### config.mk
export PLATFORM = sky130hd
export DESIGN_NAME = sorted_list_engine_unit
export DESIGN_NICKNAME = d
export VERILOG_FILES = /design/src/hdl/sle_pkg.sv /design/src/hdl/sle_ctrl.sv /design/src/hdl/sle_datapath.sv /design/src/hdl/sorted_list_engine_unit.sv
export SDC_FILE = /design/constraint.sdc
export NUM_CORES = 2
export LEC_CHECK = 0
export CAP_MARGIN = 15
export CORE_MARGIN = 1.5
export CORE_UTILIZATION = 55
export DETAILED_ROUTE_END_ITERATION = 16
export DONT_BUFFER_PORTS = 1
export PLACE_DENSITY = 0.78
export RECOVER_POWER = 100
export SYNTH_ARGS = -nofsm -noshare
export SYNTH_HDL_FRONTEND = slang
export SYNTH_SLANG_ARGS = --single-unit
### constraint.sdc
create_clock -name clk -period 7.67 [get_ports clk]
set_clock_uncertainty 0.1 [all_clocks]
set_input_delay 1.9175 -clock clk [delete_from_list [all_inputs] [get_ports clk]]
set_output_delay 1.9175 -clock clk [all_outputs]
set_load 0.1 [all_outputs]
### src/hdl/sle_pkg.sv
`timescale 1ns / 1ps
// ----------------------------------------------------------------------------
// Sorted list engine package
// Shared widths, operation and status codes, the controller/datapath
// command and status groups, and the signed key ordering function.
// ----------------------------------------------------------------------------
package sle_pkg;

    localparam int KEY_W     = 32;
    localparam int MODE_W    = 2;
    localparam int STATUS_W  = 2;
    localparam int COUNT_O_W = 5;

    // Operation codes carried in the mode field.
    localparam logic [MODE_W-1:0] MODE_INSERT   = 2'd0;
    localparam logic [MODE_W-1:0] MODE_REMOVE   = 2'd1;
    localparam logic [MODE_W-1:0] MODE_CONTAINS = 2'd2;
    localparam logic [MODE_W-1:0] MODE_POP      = 2'd3;

    // Result status codes.
    localparam logic [STATUS_W-1:0] ST_OK        = 2'd0;
    localparam logic [STATUS_W-1:0] ST_FULL      = 2'd1;
    localparam logic [STATUS_W-1:0] ST_NOT_FOUND = 2'd2;
    localparam logic [STATUS_W-1:0] ST_EMPTY     = 2'd3;

    // Commands from the controller to the datapath.
    typedef struct packed {
        logic load;     // capture the incoming item
        logic compare;  // register the per-cell compare flags
        logic update;   // shift the cells and load the result register
    } sle_cmd_t;

    // Status from the datapath to the controller.
    typedef struct packed {
        logic out_busy; // result register holds an item that is not yet taken
    } sle_stat_t;

    // Signed order on raw key patterns: true when a < b.
    function automatic logic key_less(input logic [KEY_W-1:0] a,
                                      input logic [KEY_W-1:0] b);
        return $signed(a) < $signed(b);
    endfunction

endpackage

### src/hdl/sle_ctrl.sv
`timescale 1ns / 1ps
// ----------------------------------------------------------------------------
// Sorted list engine controller
// Sequences each item through capture, compare and update, and holds off
// the update while the result register is still occupied.
// ----------------------------------------------------------------------------
module sle_ctrl
(
    input  logic                clk,
    input  logic                rst_n,
    input  logic                in_valid,
    output logic                in_stall,
    input  sle_pkg::sle_stat_t  stat,
    output sle_pkg::sle_cmd_t   cmd
);
    import sle_pkg::*;

    localparam logic [1:0] S_IDLE    = 2'd0;
    localparam logic [1:0] S_COMPARE = 2'd1;
    localparam logic [1:0] S_UPDATE  = 2'd2;

    logic [1:0] state_reg;
    logic [1:0] state_next;

    // Next state and command decode.
    always_comb
    begin
        state_next  = state_reg;
        cmd.load    = 1'b0;
        cmd.compare = 1'b0;
        cmd.update  = 1'b0;
        in_stall    = 1'b1;
        case (state_reg)
            S_IDLE:
            begin
                in_stall = 1'b0;
                if (in_valid)
                begin
                    cmd.load   = 1'b1;
                    state_next = S_COMPARE;
                end
            end
            S_COMPARE:
            begin
                cmd.compare = 1'b1;
                state_next  = S_UPDATE;
            end
            S_UPDATE:
            begin
                if (!stat.out_busy)
                begin
                    cmd.update = 1'b1;
                    state_next = S_IDLE;
                end
            end
            default:
            begin
                state_next = S_IDLE;
            end
        endcase
    end

    // State register.
    always_ff @(posedge clk or negedge rst_n)
    begin
        if (!rst_n)
        begin
            state_reg <= S_IDLE;
        end
        else
        begin
            state_reg <= state_next;
        end
    end

    // An accepted item always moves on to the compare step.
    a_load_to_compare: assert property (@(posedge clk) disable iff (!rst_n)
        cmd.load |=> (state_reg == S_COMPARE))
        else $error("accepted item did not reach compare");

    // No item is taken while one is still in flight.
    a_no_accept_busy: assert property (@(posedge clk) disable iff (!rst_n)
        (state_reg != S_IDLE) |-> in_stall)
        else $error("input accepted while busy");

    // The update never overwrites a result that is still waiting.
    a_update_free: assert property (@(posedge clk) disable iff (!rst_n)
        cmd.update |-> !stat.out_busy)
        else $error("update while result register busy");

endmodule

### src/hdl/sle_datapath.sv
`timescale 1ns / 1ps
// ----------------------------------------------------------------------------
// Sorted list engine datapath
// A row of key cells, each comparing against the request key and shifting
// to its neighbor, plus the entry count and the result register.
// ----------------------------------------------------------------------------
module sle_datapath
#(
    parameter int CAPACITY = 16
)
(
    input  logic                          clk,
    input  logic                          rst_n,
    input  sle_pkg::sle_cmd_t             cmd,
    output sle_pkg::sle_stat_t            stat,
    input  logic [sle_pkg::MODE_W-1:0]    mode,
    input  logic signed [sle_pkg::KEY_W-1:0] key,
    output logic                          out_valid,
    input  logic                          out_stall,
    output logic [sle_pkg::STATUS_W-1:0]  status,
    output logic                          found,
    output logic [sle_pkg::COUNT_O_W-1:0] entry_count,
    output logic signed [sle_pkg::KEY_W-1:0] smallest_key
);
    import sle_pkg::*;

    localparam int CNT_W = $clog2(CAPACITY + 1);

    // Request captured at acceptance.
    logic [MODE_W-1:0]   mode_reg;
    logic [KEY_W-1:0]    key_reg;

    // Cell row and entry count.
    logic [KEY_W-1:0]    cell_reg  [CAPACITY];
    logic [KEY_W-1:0]    cell_next [CAPACITY];
    logic [CNT_W-1:0]    count_reg;
    logic [CNT_W-1:0]    count_next;

    // Per-cell compare flags, registered in the compare step.
    logic [CAPACITY-1:0] ins_sh;      // cell is at or past the insert point
    logic [CAPACITY-1:0] rem_sh;      // cell is at or past the first key >= request
    logic [CAPACITY-1:0] eq_vec;
    logic [CAPACITY-1:0] ins_sh_reg;
    logic [CAPACITY-1:0] rem_sh_reg;
    logic                found_reg;

    // Result register.
    logic                out_valid_reg;
    logic [STATUS_W-1:0] status_reg;
    logic                found_out_reg;
    logic [CNT_W-1:0]    count_out_reg;
    logic [KEY_W-1:0]    smallest_reg;
    logic [CNT_W+COUNT_O_W-1:0] count_ext;

    // Update decode.
    logic                is_full;
    logic                is_empty;
    logic                do_insert;
    logic                do_shift_left;
    logic [STATUS_W-1:0] status_next;
    logic [CAPACITY-1:0] left_sh;

    // Capture the request.
    always_ff @(posedge clk)
    begin
        if (cmd.load)
        begin
            mode_reg <= mode;
            key_reg  <= key;
        end
    end

    // Each cell compares its own key against the request key.
    for (genvar i = 0; i < CAPACITY; i++)
    begin : g_cmp
        localparam logic [CNT_W-1:0] IDX = CNT_W'(i);
        logic held;
        assign held      = IDX < count_reg;
        assign ins_sh[i] = !held || key_less(key_reg, cell_reg[i]);
        assign rem_sh[i] = held && !key_less(cell_reg[i], key_reg);
        assign eq_vec[i] = held && (cell_reg[i] == key_reg);
    end

    always_ff @(posedge clk)
    begin
        if (cmd.compare)
        begin
            ins_sh_reg <= ins_sh;
            rem_sh_reg <= rem_sh;
            found_reg  <= |eq_vec;
        end
    end

    // Operation outcome and count update.
    always_comb
    begin
        is_full       = (count_reg == CNT_W'(CAPACITY));
        is_empty      = (count_reg == '0);
        do_insert     = 1'b0;
        do_shift_left = 1'b0;
        count_next    = count_reg;
        status_next   = ST_OK;
        case (mode_reg)
            MODE_INSERT:
            begin
                if (is_full)
                begin
                    status_next = ST_FULL;
                end
                else
                begin
                    do_insert  = 1'b1;
                    count_next = count_reg + 1'b1;
                end
            end
            MODE_REMOVE:
            begin
                if (is_empty)
                begin
                    status_next = ST_EMPTY;
                end
                else if (!found_reg)
                begin
                    status_next = ST_NOT_FOUND;
                end
                else
                begin
                    do_shift_left = 1'b1;
                    count_next    = count_reg - 1'b1;
                end
            end
            MODE_CONTAINS:
            begin
                status_next = found_reg ? ST_OK : ST_NOT_FOUND;
            end
            default:
            begin
                if (is_empty)
                begin
                    status_next = ST_EMPTY;
                end
                else
                begin
                    do_shift_left = 1'b1;
                    count_next    = count_reg - 1'b1;
                end
            end
        endcase
    end

    // Pop shifts the whole row; remove shifts from the first matching cell on.
    assign left_sh = (mode_reg == MODE_POP) ? '1 : rem_sh_reg;

    // Next value of each cell from its own flags and its two neighbors.
    for (genvar i = 0; i < CAPACITY; i++)
    begin : g_cell
        logic [KEY_W-1:0] from_left;
        logic [KEY_W-1:0] from_right;
        logic             left_moves;
        if (i == 0)
        begin : g_first
            assign from_left  = cell_reg[i];
            assign left_moves = 1'b0;
        end
        else
        begin : g_mid
            assign from_left  = cell_reg[i-1];
            assign left_moves = ins_sh_reg[i-1];
        end
        if (i == CAPACITY - 1)
        begin : g_last
            assign from_right = cell_reg[i];
        end
        else
        begin : g_inner
            assign from_right = cell_reg[i+1];
        end

        always_comb
        begin
            cell_next[i] = cell_reg[i];
            if (do_insert)
            begin
                if (left_moves)
                begin
                    cell_next[i] = from_left;
                end
                else if (ins_sh_reg[i])
                begin
                    cell_next[i] = key_reg;
                end
            end
            else if (do_shift_left && left_sh[i])
            begin
                cell_next[i] = from_right;
            end
        end

        always_ff @(posedge clk)
        begin
            if (cmd.update)
            begin
                cell_reg[i] <= cell_next[i];
            end
        end
    end

    // Entry count.
    always_ff @(posedge clk or negedge rst_n)
    begin
        if (!rst_n)
        begin
            count_reg <= '0;
        end
        else if (cmd.update)
        begin
            count_reg <= count_next;
        end
    end

    // Result register valid flag.
    always_ff @(posedge clk or negedge rst_n)
    begin
        if (!rst_n)
        begin
            out_valid_reg <= 1'b0;
        end
        else if (cmd.update)
        begin
            out_valid_reg <= 1'b1;
        end
        else if (!out_stall)
        begin
            out_valid_reg <= 1'b0;
        end
    end

    // Result register payload.
    always_ff @(posedge clk)
    begin
        if (cmd.update)
        begin
            status_reg    <= status_next;
            found_out_reg <= (mode_reg == MODE_POP) ? 1'b0 : found_reg;
            count_out_reg <= count_next;
            smallest_reg  <= (count_next == '0) ? '0 : cell_next[0];
        end
    end

    assign count_ext     = {{COUNT_O_W{1'b0}}, count_out_reg};
    assign stat.out_busy = out_valid_reg && out_stall;
    assign out_valid     = out_valid_reg;
    assign status        = status_reg;
    assign found         = found_out_reg;
    assign entry_count   = count_ext[COUNT_O_W-1:0];
    assign smallest_key  = smallest_reg;

    // The count never passes the capacity.
    a_count_range: assert property (@(posedge clk) disable iff (!rst_n)
        count_reg <= CNT_W'(CAPACITY))
        else $error("entry count above capacity");

    // The count moves only on an update.
    a_count_hold: assert property (@(posedge clk) disable iff (!rst_n)
        !cmd.update |=> $stable(count_reg))
        else $error("entry count changed outside update");

    // A full list refuses an insert and keeps its count.
    a_full_insert: assert property (@(posedge clk) disable iff (!rst_n)
        (cmd.update && mode_reg == MODE_INSERT && is_full) |=>
            (status_reg == ST_FULL) && $stable(count_reg))
        else $error("insert into full list not refused");

    // Every update produces a waiting result.
    a_update_out: assert property (@(posedge clk) disable iff (!rst_n)
        cmd.update |=> out_valid_reg)
        else $error("update did not present a result");

endmodule

### src/hdl/sorted_list_engine_unit.sv
`timescale 1ns / 1ps
// Each item is captured, compared across the cell row, then shifts the
// cell row, and its result is registered on that update; the update waits
// while the result stays stalled, and no new item is taken until it is done.
// The next item may be accepted while an earlier result still waits.
// Reset clears the entry count and the result valid flag; key cells are
// left unwritten and are never read before they hold a key.
// ----------------------------------------------------------------------------
// Sorted list engine top level
// Holds up to CAPACITY signed keys in ascending order and serves insert,
// remove, contains and pop requests, one result per item.
// ----------------------------------------------------------------------------
module sorted_list_engine_unit
#(
    parameter int CAPACITY = 16
)
(
    input  logic                          clk,
    input  logic                          rst_n,
    input  logic                          in_valid,
    output logic                          in_stall,
    input  logic [sle_pkg::MODE_W-1:0]    mode,
    input  logic signed [sle_pkg::KEY_W-1:0] key,
    output logic                          out_valid,
    input  logic                          out_stall,
    output logic [sle_pkg::STATUS_W-1:0]  status,
    output logic                          found,
    output logic [sle_pkg::COUNT_O_W-1:0] entry_count,
    output logic signed [sle_pkg::KEY_W-1:0] smallest_key
);
    import sle_pkg::*;

    sle_cmd_t  cmd;
    sle_stat_t stat;

    // Sequencing.
    sle_ctrl u_ctrl
    (
        .clk      (clk),
        .rst_n    (rst_n),
        .in_valid (in_valid),
        .in_stall (in_stall),
        .stat     (stat),
        .cmd      (cmd)
    );

    // Cell row, count and result register.
    sle_datapath #(
        .CAPACITY (CAPACITY)
    ) u_datapath
    (
        .clk          (clk),
        .rst_n        (rst_n),
        .cmd          (cmd),
        .stat         (stat),
        .mode         (mode),
        .key          (key),
        .out_valid    (out_valid),
        .out_stall    (out_stall),
        .status       (status),
        .found        (found),
        .entry_count  (entry_count),
        .smallest_key (smallest_key)
    );

endmodule

## Word-level counts from Yosys, hierarchy flattened

Memories as Yosys holds them, arrays and structs flattened.
Cells that the tools add are included.

- Output and inout bits: 42
- Bits in registers: 114
- Bits in writable memories: 512
- Memories kept: 1

- $add $sub $neg: 2
- Order comparisons: 47
- Reductions and logical operators: 101
- Muxes and demuxes: 92
- Equality and inequality tests: 25

Memories:

| name | words | bits a word | rd ports | clocked after Yosys merged registers in | wr ports | RTL line | source |
|---|---|---|---|---|---|---|---|
| u_datapath.cell_reg | 16 | 32 | 16 | 0 | 16 | sle_datapath.sv:34 | `logic [KEY_W-1:0] cell_reg [CAPACITY];` |

Operators by type and width:

| kind | number |
|---|---|
| 32-bit 2-to-1 mux | 62 |
| 32-bit < comparator | 31 |
| 32-bit equality test | 16 |
| 1-bit logical AND | 47 |
| 4-bit by 5-bit < comparator with 1-bit output (first input constant) | 8 |
| 1-bit zero test | 31 |
| 3-bit by 5-bit < comparator with 1-bit output (first input constant) | 4 |
| 5-bit 2-to-1 mux | 4 |
| 1-bit logical OR | 16 |
| 1-bit 2-to-1 mux | 16 |
| 16-bit OR reduction | 1 |
| 15-bit 2-to-1 mux | 1 |
| 5-bit one-hot mux with 3 select lines | 1 |
| 2-bit one-hot mux with 3 select lines | 2 |
| 5-bit zero test | 2 |
| 1-bit by 5-bit < comparator with 1-bit output (first input constant) | 2 |
| 2-bit by 5-bit < comparator with 1-bit output (first input constant) | 2 |
| 2-bit 2-to-1 mux | 5 |
| 2-bit equality test (second input constant) | 3 |
| 5-bit by 1-bit adder with 5-bit output (second input constant) | 1 |
| 5-bit equality test (second input constant) | 1 |
| 5-bit by 1-bit subtractor with 5-bit output (second input constant) | 1 |
| 2-bit by 1-bit equality test with 1-bit output (second input constant) | 2 |
| 2-bit zero test | 2 |
| other kinds (5) | 6 |

## Longest topological paths before layout

- Word-level depth: 6
- Gate-level depth with buffers: 11
- Mapped depth without buffers: 9

## Hierarchy

A second synthesis with hierarchy kept.

- Cells, all modules: 3978
- Area total of the unflattened synthesis: 41758.8 sq um

By module, submodules not included:

| module | instances | cells each | seq. area each (sq um) | area an instance (sq um) |
|---|---|---|---|---|
| sle_datapath | 1 | 3967 | 18707.9 | 41656.2 |
| sle_ctrl | 1 | 11 | 50.0 | 102.6 |

## Worst setup path after synthesis

No wires, ideal clock.

- Kind: input-to-reg
- From: input port out_stall
- To: memory u_datapath.cell_reg[10][0] (enable)
- Slack: 0.452 ns
- Arrival time: 6.657 ns
- Buffers on the path: 2
- Cell stages on the path: 7
- Path through: nand2_1 > nand2b_1 > clkbuf_1 > inv_1 > nand2_1 > buf_2 > nor3_1

RTL lines:

| what | RTL line | source |
|---|---|---|
| start: declaration | sorted_list_engine_unit.sv:25 | `input logic out_stall,` |
| end: declaration | sle_datapath.sv:34 |  |

==> metrics.yaml <==
powerDensity_nw_per_um2: 276
worstHoldEndpoint: "u_datapath.out_valid$_DFFE_PN0P_"
yosysSeqAreaShare_pct: 43.7
path_class: "register to register"
cts_setup_buffers: 0
setup_tns_ps: 0
irDropWorstVdd_uv: 174
timing.slew.headroom_pct: -173
grt_setup_unrepaired: "false"
dp_hpwl_um: 90400
yosysTopAreaCell: "edfxtp_1"
synth_edf_count: 618
drt_iter0_drc: 4563
synthCells: 4320
fin_area_sq_um: 46100
instances_no_fill: 5349
cts_buffers: 69
path_clk_slew_ps: 60
critPathMaxStageDelay_ps: 1600
drt-total-wl_um: 127000
tightest_slew_ps: 4100
ctsHoldBuffers: 0
clock_sinks: 626
drt-pass1-iter-count: 9
yosysWarningCount: 0
cp_data_required_time_ps: 7820
gp_routability_congestion: 0.987
vias: 33895
ys_ff_latch: 626
antenna_left: 0
pin_count: 80
post_cts_resized: 0
grt_pass1_wl_um: 190000
synth_top_area_share_pct: 43.3
finalCritPeriodShare_pct: 74.5
p_clk_share_pct: 27.1
hold_violations: 0
die_w_um: 282
die_area_sq_um: 79700
endpoint_kind: "register"
swShare_pct: 38.1
regToRegSetupSlack_ps: 1960
violations: "max-capacitance violations, max-slew violations"
worst_setup_path_start_kind: "register"
initial_core_util_pct: 55.5
critical_path.top_delay_family: "buffers and inverters"
share_seq_of_total_power_pct: 41.7
antenna_found_initial: 3
post-place-cells: 5222
drc: 0
n_antenna_cell: 0
layout-drive-gt1-share_pct: 5.06
synthesis.area_sq_um: 42900
synth_fp_nets: 4874
max-cap-violations: 10
wl_per_cell_um: 23.7
grt_overflow: 0
p_leak_nw: 21.1
cts_tree: "built"
worstPathCellList: "inv_1 -> ha_1 -> a311o_1 -> clkbuf_2 -> nor3_1 -> nor3_1 -> clkbuf_1"
ys.flop_type: "edfxtp_1"
fmax_mhz: 175
die_h_um: 282
slew_viol_final: 464
synthTopCellsByCount: "nand2_1 (652), edfxtp_1 (618), o21ai_0 (558)"
worstHoldStart: "u_ctrl.state_reg[1]$_DFFE_PN0P_"
ys_top_cells_by_area: "edfxtp_1 (43%), ha_1 (15%), mux2i_1 (11%)"
vias_per_cell: 6.34
avgSynthCellArea_sq_um: 9.93
grt.total_usage_pct: 31.5
largest_reg_flops: 512
worstPathArrival_ps: 5860
power.net_switching_w: 0.00485
fin_nets: 4808
synth_most_common_cell: "nand2_1"
rows: 102
crit_buf_inv: 3
synthArstFlopShare_pct: 1.28
cp_max_fo: 103
layout_min_cycle_time_ps: 5710
slowest_stage: "a311o_1"
setup_violations: 0
io_buffers: 0
core_area_sq_um: 77300
r2r_start: "u_datapath.count_reg[0]$_DFFE_PN0P_"
worst_r2r_endpoint: "u_datapath.cell_reg[11][26]$_DFFE_PP_"
placed_cell_area_sq_um: 44000
area_growth_pct: 7.52
grt_pass1_vias: 31803
worst_skew_pair.late_latency_ps: 640
hp-class: "register to register"
htree_num_levels: 3
yosysUniqueCellTypes: 75
grt_start_max_net_pins: 318
pwr-share-comb_pct: 31.3
p_int_w: 0.00787
cts_buffer_depth: 3
reg2regPathDepth: 7
holdPathStages: 2
cts-root-buf: "clkbuf_16"
status: "complete, but fails checks"
cpMostUsedCell: "nor3_1"
fillers: 6367
## worst max-delay path by stage
stage,startpoint,endpoint,depth (start not counted)
after floorplan,out_stall,u_datapath.cell_reg[10][0]$_DFFE_PP_,7
after global placement,out_stall,u_datapath.cell_reg[2][21]$_DFFE_PP_,6
after detailed placement,out_stall,u_datapath.cell_reg[2][21]$_DFFE_PP_,6
after CTS,u_datapath.count_reg[0]$_DFFE_PN0P_,u_datapath.cell_reg[2][21]$_DFFE_PP_,7
after global routing,u_datapath.count_reg[0]$_DFFE_PN0P_,u_datapath.cell_reg[11][26]$_DFFE_PP_,7
final,u_datapath.count_reg[0]$_DFFE_PN0P_,u_datapath.cell_reg[11][26]$_DFFE_PP_,7
## worst min-delay path, cell delays in order (launching register included)
cell      delay (ps)
dfrtp_1          360
nand2b_1          90
nand2_1           70
## through the flow
stage,total power [W],utilization [%],hold slack [ps],worst slack (ps)
floorplan,0.00810,-,399,452
CTS,0.0127,59.9,450,2980
global placement,0.00911,56.9,433,2870
finish,0.0127,59.6,449,1960
detailed placement,0.00928,56.9,438,2780
global route,0.0133,59.6,476,1470
## power groups by stage
stage               registers [W]  clock network [W]  logic (W)
global route              0.00534            0.00357    0.00436
CTS                       0.00526            0.00344    0.00398
detailed placement        0.00533                  0    0.00395
floorplan                 0.00520                  0    0.00290
finish                    0.00530            0.00344    0.00398
global placement          0.00532                  0    0.00379
## cells in the final DEF (no fill, tap or decap), types with 34 or more instances in the layout
master     instances
nand2_1          652
edfxtp_1         618
o21ai_0          561
ha_1             516
mux2i_1          453
inv_1            436
a21oi_1          220
nand4_1          107
clkbuf_16         71
buf_4             69
a21o_1            65
nor3_1            62
nor2_1            52
nand3_1           37
a22oi_1           34
## routing by layer
metal | vias up | share of wire, % | GRT usage [%]
met3 | 275 | 12 | 6.74
met4 | 4 | 4.4 | 13.6
li1 | 15494 | - | -
met1 | 16010 | 41 | 44.7
met2 | 2112 | 42 | 46.5
met5 | - | 0.017 | 0
## cell type report
cell class / instances / area, sq um / area share, %
Clock buffer: 84 / 1830 / 3.96
Multi-Input combinational cell: 3033 / 21500 / 46.7
Sequential cell: 626 / 18800 / 40.7
Timing Repair Buffer: 87 / 603 / 1.31
Tap cell: 1040 / 1300 / 2.82
Clock inverter: 42 / 448 / 0.971
Inverter: 437 / 1640 / 3.56
## cell families (layout without fill, tap and decap cells)
kind of cell | after synthesis | after routing | synth area share (%)
compound gates | 991 | 991 | 13.0
xor+xnor | 2 | 2 | 0.0408
fa+ha+maj | 516 | 516 | 15.1
buf+inv | 661 | 650 | 6.00
flops | 626 | 626 | 43.7
mux | 460 | 460 | 10.8
simple gates | 1064 | 1064 | 11.4
Note: power is estimated with default switching activity, not from simulation.
